===== src/sv/nctx_pkg.sv =====
// Shared types and constants for the NFC Type A card transmit bit encoder.
`timescale 1ns / 1ps

package nctx_pkg;

    localparam logic [15:0] PATTERN_ONE  = 16'hAA00;
    localparam logic [15:0] PATTERN_ZERO = 16'h00AA;
    localparam logic [3:0]  BYTE_BITS    = 4'd8;
    localparam int          QUEUE_DEPTH_DEFAULT = 2;

    // One classified frame byte: which symbols it produces and their source bits.
    typedef struct packed {
        logic       sof;
        logic [7:0] data;
        logic       parity;
        logic [3:0] nbits;
        logic       par;
    } sym_desc_t;

endpackage


===== src/sv/nctx_front.sv =====
// Front stage: accepts frame bytes and classifies them into symbol descriptors.
`timescale 1ns / 1ps

module nctx_front
    import nctx_pkg::*;
(
    input  logic       clk,
    input  logic       rst_n,
    input  logic       push,
    output logic       full,
    input  logic [7:0] data_byte,
    input  logic       parity_bit,
    input  logic [3:0] bit_count,
    input  logic       frame_start,
    output logic       desc_valid,
    output sym_desc_t  desc,
    input  logic       queue_full
);

    logic      valid_reg;
    logic      valid_next;
    sym_desc_t desc_reg;
    sym_desc_t desc_next;
    logic      accept;
    logic      transfer;
    logic      full_byte;

    assign full_byte = (bit_count >= BYTE_BITS);

    always_comb
    begin
        desc_next.sof    = frame_start;
        desc_next.data   = data_byte;
        desc_next.parity = parity_bit;
        desc_next.nbits  = full_byte ? BYTE_BITS : bit_count;
        desc_next.par    = full_byte;
    end

    assign full     = valid_reg && queue_full;
    assign accept   = push && !full;
    assign transfer = valid_reg && !queue_full;

    // An item that yields no symbol at all is dropped here.
    assign valid_next = accept ? (frame_start || (bit_count != 4'd0))
                               : (valid_reg && !transfer);

    always_ff @(posedge clk or negedge rst_n)
    begin
        if (!rst_n)
        begin
            valid_reg <= 1'b0;
        end
        else
        begin
            valid_reg <= valid_next;
        end
    end

    always_ff @(posedge clk)
    begin
        if (accept)
        begin
            desc_reg <= desc_next;
        end
    end

    assign desc_valid = transfer;
    assign desc       = desc_reg;

endmodule


===== src/sv/nctx_queue.sv =====
// Short descriptor queue between the front and back stages.
`timescale 1ns / 1ps

module nctx_queue
    import nctx_pkg::*;
#(
    parameter int DEPTH = QUEUE_DEPTH_DEFAULT
)
(
    input  logic      clk,
    input  logic      rst_n,
    input  logic      wr_en,
    input  sym_desc_t wr_data,
    output logic      q_full,
    input  logic      rd_en,
    output logic      q_valid,
    output sym_desc_t rd_data
);

    localparam int PTR_W = (DEPTH > 1) ? $clog2(DEPTH) : 1;
    localparam int CNT_W = $clog2(DEPTH + 1);

    sym_desc_t           mem [DEPTH];
    logic [PTR_W-1:0]    wr_ptr_reg;
    logic [PTR_W-1:0]    wr_ptr_next;
    logic [PTR_W-1:0]    rd_ptr_reg;
    logic [PTR_W-1:0]    rd_ptr_next;
    logic [CNT_W-1:0]    count_reg;
    logic [CNT_W-1:0]    count_next;
    logic                do_wr;
    logic                do_rd;

    assign q_full  = (count_reg == CNT_W'(DEPTH));
    assign q_valid = (count_reg != '0);
    assign do_wr   = wr_en && !q_full;
    assign do_rd   = rd_en && q_valid;
    assign rd_data = mem[rd_ptr_reg];

    always_comb
    begin
        wr_ptr_next = wr_ptr_reg;
        rd_ptr_next = rd_ptr_reg;
        count_next  = count_reg;
        if (do_wr)
        begin
            wr_ptr_next = (wr_ptr_reg == PTR_W'(DEPTH - 1)) ? '0 : wr_ptr_reg + 1'b1;
        end
        if (do_rd)
        begin
            rd_ptr_next = (rd_ptr_reg == PTR_W'(DEPTH - 1)) ? '0 : rd_ptr_reg + 1'b1;
        end
        if (do_wr && !do_rd)
        begin
            count_next = count_reg + 1'b1;
        end
        else if (do_rd && !do_wr)
        begin
            count_next = count_reg - 1'b1;
        end
    end

    always_ff @(posedge clk or negedge rst_n)
    begin
        if (!rst_n)
        begin
            wr_ptr_reg <= '0;
            rd_ptr_reg <= '0;
            count_reg  <= '0;
        end
        else
        begin
            wr_ptr_reg <= wr_ptr_next;
            rd_ptr_reg <= rd_ptr_next;
            count_reg  <= count_next;
        end
    end

    always_ff @(posedge clk)
    begin
        if (do_wr)
        begin
            mem[wr_ptr_reg] <= wr_data;
        end
    end

endmodule


===== src/sv/nctx_back.sv =====
// Back stage: steps a descriptor, emits one bit symbol per cycle unless stalled.
`timescale 1ns / 1ps

module nctx_back
    import nctx_pkg::*;
(
    input  logic        clk,
    input  logic        rst_n,
    input  logic        desc_valid,
    input  sym_desc_t   desc,
    output logic        desc_done,
    output logic        empty,
    input  logic        pop,
    output logic [15:0] bit_pattern,
    output logic        data_bit,
    output logic        is_sof,
    output logic        is_parity,
    output logic        last_of_item
);

    logic [3:0]  step_reg;
    logic [3:0]  step_next;
    logic        out_valid_reg;
    logic        out_valid_next;
    logic [15:0] pattern_reg;
    logic        bit_reg;
    logic        sof_reg;
    logic        par_reg;
    logic        last_reg;

    logic        advance;
    logic [3:0]  total;
    logic [3:0]  data_idx;
    logic        sym_sof;
    logic        sym_par;
    logic        sym_bit;
    logic        sym_last;

    assign total    = {3'd0, desc.sof} + desc.nbits + {3'd0, desc.par};
    assign data_idx = step_reg - {3'd0, desc.sof};
    assign sym_sof  = desc.sof && (step_reg == 4'd0);
    assign sym_par  = !sym_sof && (data_idx >= desc.nbits);
    assign sym_last = (step_reg == total - 4'd1);

    always_comb
    begin
        priority if (sym_sof)
        begin
            sym_bit = 1'b1;
        end
        else if (sym_par)
        begin
            sym_bit = desc.parity;
        end
        else
        begin
            sym_bit = desc.data[data_idx[2:0]];
        end
    end

    // The output register is refilled in the same cycle it is popped.
    assign advance   = desc_valid && (!out_valid_reg || pop);
    assign desc_done = advance && sym_last;

    assign step_next      = advance ? (sym_last ? 4'd0 : step_reg + 4'd1) : step_reg;
    assign out_valid_next = advance || (out_valid_reg && !pop);

    always_ff @(posedge clk or negedge rst_n)
    begin
        if (!rst_n)
        begin
            step_reg      <= 4'd0;
            out_valid_reg <= 1'b0;
        end
        else
        begin
            step_reg      <= step_next;
            out_valid_reg <= out_valid_next;
        end
    end

    always_ff @(posedge clk)
    begin
        if (advance)
        begin
            pattern_reg <= sym_bit ? PATTERN_ONE : PATTERN_ZERO;
            bit_reg     <= sym_bit;
            sof_reg     <= sym_sof;
            par_reg     <= sym_par;
            last_reg    <= sym_last;
        end
    end

    assign empty        = !out_valid_reg;
    assign bit_pattern  = pattern_reg;
    assign data_bit     = bit_reg;
    assign is_sof       = sof_reg;
    assign is_parity    = par_reg;
    assign last_of_item = last_reg;

endmodule


===== src/sv/nfca_card_tx_bit_encoder.sv =====
// Top level of the NFC Type A card transmit bit encoder.
//
//  Channel  | Handshake    | Payload
//  ---------+--------------+-----------------------------------------------
//  input    | push / full  | data_byte, parity_bit, bit_count, frame_start
//  result   | pop / empty  | bit_pattern, data_bit, is_sof, is_parity,
//           |              | last_of_item
//
// The back stage emits one symbol per cycle unless the result stalls, so
// a byte yields 1 to 10 symbols (start-of-frame, data bits and parity);
// the symbol stepper sets the rate. A transfer in is registered by the
// front stage, written into the queue and loaded into the result register.
// Reset clears all control state. A stalled result holds the back stage;
// the queue and front stage keep taking bytes until they are full.
`timescale 1ns / 1ps

module nfca_card_tx_bit_encoder
    import nctx_pkg::*;
#(
    parameter int QUEUE_DEPTH = QUEUE_DEPTH_DEFAULT
)
(
    input  logic        clk,
    input  logic        rst_n,
    input  logic        push,
    output logic        full,
    input  logic [7:0]  data_byte,
    input  logic        parity_bit,
    input  logic [3:0]  bit_count,
    input  logic        frame_start,
    output logic        empty,
    input  logic        pop,
    output logic [15:0] bit_pattern,
    output logic        data_bit,
    output logic        is_sof,
    output logic        is_parity,
    output logic        last_of_item
);

    logic      front_valid;
    sym_desc_t front_desc;
    logic      queue_full;
    logic      queue_valid;
    sym_desc_t queue_desc;
    logic      desc_done;

    nctx_front u_front
    (
        .clk         (clk),
        .rst_n       (rst_n),
        .push        (push),
        .full        (full),
        .data_byte   (data_byte),
        .parity_bit  (parity_bit),
        .bit_count   (bit_count),
        .frame_start (frame_start),
        .desc_valid  (front_valid),
        .desc        (front_desc),
        .queue_full  (queue_full)
    );

    nctx_queue #(
        .DEPTH (QUEUE_DEPTH)
    ) u_queue
    (
        .clk     (clk),
        .rst_n   (rst_n),
        .wr_en   (front_valid),
        .wr_data (front_desc),
        .q_full  (queue_full),
        .rd_en   (desc_done),
        .q_valid (queue_valid),
        .rd_data (queue_desc)
    );

    nctx_back u_back
    (
        .clk          (clk),
        .rst_n        (rst_n),
        .desc_valid   (queue_valid),
        .desc         (queue_desc),
        .desc_done    (desc_done),
        .empty        (empty),
        .pop          (pop),
        .bit_pattern  (bit_pattern),
        .data_bit     (data_bit),
        .is_sof       (is_sof),
        .is_parity    (is_parity),
        .last_of_item (last_of_item)
    );

endmodule


===== config.mk =====
export PLATFORM = sky130hd
export DESIGN_NAME = nfca_card_tx_bit_encoder
export DESIGN_NICKNAME = d
export VERILOG_FILES = /design/src/sv/nctx_pkg.sv /design/src/sv/nctx_front.sv /design/src/sv/nctx_queue.sv /design/src/sv/nctx_back.sv /design/src/sv/nfca_card_tx_bit_encoder.sv
export SDC_FILE = /design/constraint.sdc
export NUM_CORES = 1
export LEC_CHECK = 0
export BUFFER_PORTS_ARGS = -buffer_cell sky130_fd_sc_hd__buf_4
export CORE_MARGIN = 4
export CORE_UTILIZATION = 25
export DETAILED_ROUTE_END_ITERATION = 10
export PLACE_DENSITY = 0.43
export SYNTH_ARGS = -nofsm -noshare
export SYNTH_HDL_FRONTEND = slang
export SYNTH_HIERARCHICAL = 1
export SYNTH_SLANG_ARGS = --single-unit

===== constraint.sdc =====
create_clock -name clk -period 3.4 [get_ports clk]
set_input_delay 0.34 -clock clk [delete_from_list [all_inputs] [get_ports clk]]
set_output_delay 0.34 -clock clk [all_outputs]
set_load 0.005 [all_outputs]

==> flow_summary.toml <==
[worst_setup_path]
worstSetupStartpointType = "register"
critical_path_class = "register to register"
crit_path_end_kind = "register"
crit_top_cell = "ha_1"
max_stage_delay_ps = 480
cp_num_cells = 14
cp_num_buf_inv = 2
cp_max_fo = 5
reg2reg_depth = 14
required_ps = 3640
cpMaxStageDelayCell = "fa_1"
cpLargestDelayFamily = "adder cells"
crit_arrival_ps = 3450
crit_chain = "mux2_2, inv_1, ha_1, inv_1, ha_1, fa_1, xnor2_2, nand3_4, nor2_4, and2_1, nand2_2, ha_1, nor2_1, xor2_1"

[sta]
fin_hold_ws_ps = 192
worst_pin_slew_ps = 759
fmax_ghz = 0.312
setup_tns_ps = 0
hold_viol = 0
relSlewSlack_pct = 49.4
rsz0062_at_grt = "false"
fin_skew_ps = 6.18
period_minus_slack_ps = 3210
finalCritPeriodShare_pct = 94.4
slew_violations = 0
finalSetupViolations = 0

[drt]
routed_wl_um = 4730
post_drt_wl_per_cell_um = 12.6
dr.pass1.iters = 4
remaining_drc_errors = 0
ant_nets = 0
vias_per_cell = 3.95
vias = 1480
drt_iter0_drc = 60

[place]
place.gp.congestion = 0.688
dpl_cell_area_sq_mm = 0.00321
dp_hpwl_um = 3400
port_buffers = 31
place_inst = 358

[worst_hold_path]
hold_class = "primary input to register"
holdPathStages = 1

[finish]
drive_gt1_share_pct = 34.5
final-instance-count-excl-fill = 375
n_antenna_cell = 0
largest_reg_flops = 30
final_area_sq_mm = 0.00354
nets = 259
fillers = 1158
area_growth_pct = 21.5
fin_util_pct = 31.0

[synth]
yosys.area_share.simple_pct = 7.47
synth_xor_xnor_area_share_pct = 4.85
synthCells = 194
synth_top_family_by_area = "multiplexers"
synth_compound_area_share_pct = 4.59
seq_area_frac_synth_pct = 60.1
ys_types = 48
syn-cell-area_sq_mm = 0.00291
synth-edff-count = 50
synthAdderAreaFrac_pct = 6.27
yosys_register_bits = 60
synth-main-ff-cell = "edfxtp_1"
yosys_warnings = 6
synth_mux_area_share_pct = 9.19
synth.avg_cell_area_sq_um = 15.0
async_reset_ff_share_pct = 16.7

[global_route]
grt_pass1_vias = 1521
grt_usage_pct = 7.70
antenna_found_initial = 0
grt_overflow = 0
grt_max_degree = 16
grt_pass1_wl_um = 7730

[status]
status = "complete, no violations"

[die]
die_area_sq_mm = 0.0134
std_cell_rows = 39
ios = 40
initial_utilization_pct = 25.5
chipHeight_um = 116
core_area_sq_mm = 0.0114
fp.dieW_um = 116

[clock_network]
cts_root_buffer = "clkbuf_16"
worstSkewPairLatency_ps = 320
clockBufferDepth = 2
htreeDepth = 3
cts_tree = "done"
postCtsSetupBuffers = 0
clk_pin_slew_worst_paths_ps = 60
cts_num_sinks = 60
cts_made_buffers = 9

[power]
leakage_uw = 0.00144
max-vdd-ir-drop_v = 0.000389
cellPowerDensity_mw_per_mm2 = 1050

[job]
drv_cap = 0
cells by family after synthesis:
| group | Yosys count |
|---|---|
| other cells | 1 |
| buf+inv | 34 |
| fa+ha+maj | 14 |
| simple gates | 36 |
| xor+xnor | 13 |
| compound gates | 17 |
| flops | 60 |
| mux | 19 |
placed cells by master, fill, tap and decap left out, types with 3 or more instances in the layout:
master,count
edfxtp_1,50
buf_4,34
inv_1,14
ha_1,13
clkbuf_16,9
dfrtp_1,9
mux2_4,9
conb_1,8
nor2b_1,6
xnor2_1,6
mux2_2,6
nor2_1,5
nand2b_1,4
xor2_1,4
a21oi_1,4
nand2_1,3
what timing repair did:
item / CTS / global route
gates resized for setup: 0 / 5
endpoints found under the setup margin: 0 / 1
hold buffers: 1 / 0
hold endpoints to repair: 10 / 0
worst register-to-register path, delay by kind of cell, from the launching register on:
family | cells | cell delay, ps
xor+xnor | 2 | 350
fa+ha+maj | 4 | 1220
buf+inv | 2 | 150
flops | 1 | 410
mux | 1 | 370
simple gates | 5 | 640
area by class of cell:
cell class / instances / area [sq um] / area share, %
Sequential cell: 60 / 1750 / 49.5
Multi-Input combinational cell: 107 / 996 / 28.1
Timing Repair Buffer: 35 / 265 / 7.49
Clock buffer: 10 / 229 / 6.47
Tap cell: 143 / 179 / 5.05
Clock inverter: 6 / 65.1 / 1.84
Inverter: 14 / 52.6 / 1.48
through the flow:
step / setup WS (ps) / power [uW]
global placement: 185 / 2790
CTS: 50.6 / 3720
finish: 190 / 3720
global route: 6.82 / 4010
floorplan: 311 / 2470
detailed placement: 83.9 / 2810
synth_stat cells, types with 2 or more instances:
cell type | n | share of area (%)
mux2_4 | 9 | 4.6
nand3_1 | 2 | 0.34
xor2_1 | 4 | 1.2
nor2_1 | 6 | 0.77
and2_4 | 2 | 0.60
buf_4 | 15 | 3.9
nand2b_1 | 4 | 0.86
mux2_2 | 6 | 2.3
mux2i_1 | 2 | 0.69
xnor2_1 | 7 | 2.1
ha_1 | 13 | 5.6
a21o_1 | 2 | 0.52
clkbuf_1 | 2 | 0.26
nor3_1 | 2 | 0.34
nor2b_1 | 6 | 1.3
inv_1 | 14 | 1.8
buf_6 | 2 | 0.77
dfrtp_1 | 10 | 8.6
mux4_2 | 2 | 1.5
edfxtp_1 | 50 | 52
xnor3_1 | 2 | 1.5
a21oi_1 | 4 | 0.69
nand2_1 | 3 | 0.39
metal layers:
metal / vias up / part of all wire [%] / track usage, %
met5: - / 0 / 0
met4: 0 / 1.5 / 4.64
met3: 4 / 4.5 / 2.30
met2: 36 / 46 / 11.7
met1: 697 / 48 / 9.61
li1: 743 / - / -
report_power, final:
part | leakage (uW) | total, uW | internal [uW] | switching [uW]
clock | 0.000142 | 889 | 567 | 322
sequential | 0.000590 | 1220 | 1090 | 130
combinational | 0.000708 | 1610 | 840 | 771
total | 0.00144 | 3720 | 2500 | 1220
worst paths after layout:
kind	end	slack [ps]	from
setup / recovery	u_queue/count_reg[1]$_DFFE_PN0P_	190	u_queue/rd_ptr_reg$_DFFE_PN0P_
hold / removal	u_front/desc[7]$_DFFE_PP_	190	data_byte[1]
setup reg to reg	u_queue/count_reg[1]$_DFFE_PN0P_	190	u_queue/rd_ptr_reg$_DFFE_PN0P_
hold reg to reg	u_queue/mem[0][0]$_DFFE_PP_	440	u_front/desc[0]$_DFFE_PP_
max in group asynchronous	u_queue/rd_ptr_reg$_DFFE_PN0P_	2840	rst_n
min in group asynchronous	u_back/step_reg[1]$_DFFE_PN0P_	390	rst_n
Note: power is estimated with default switching activity, not from simulation.
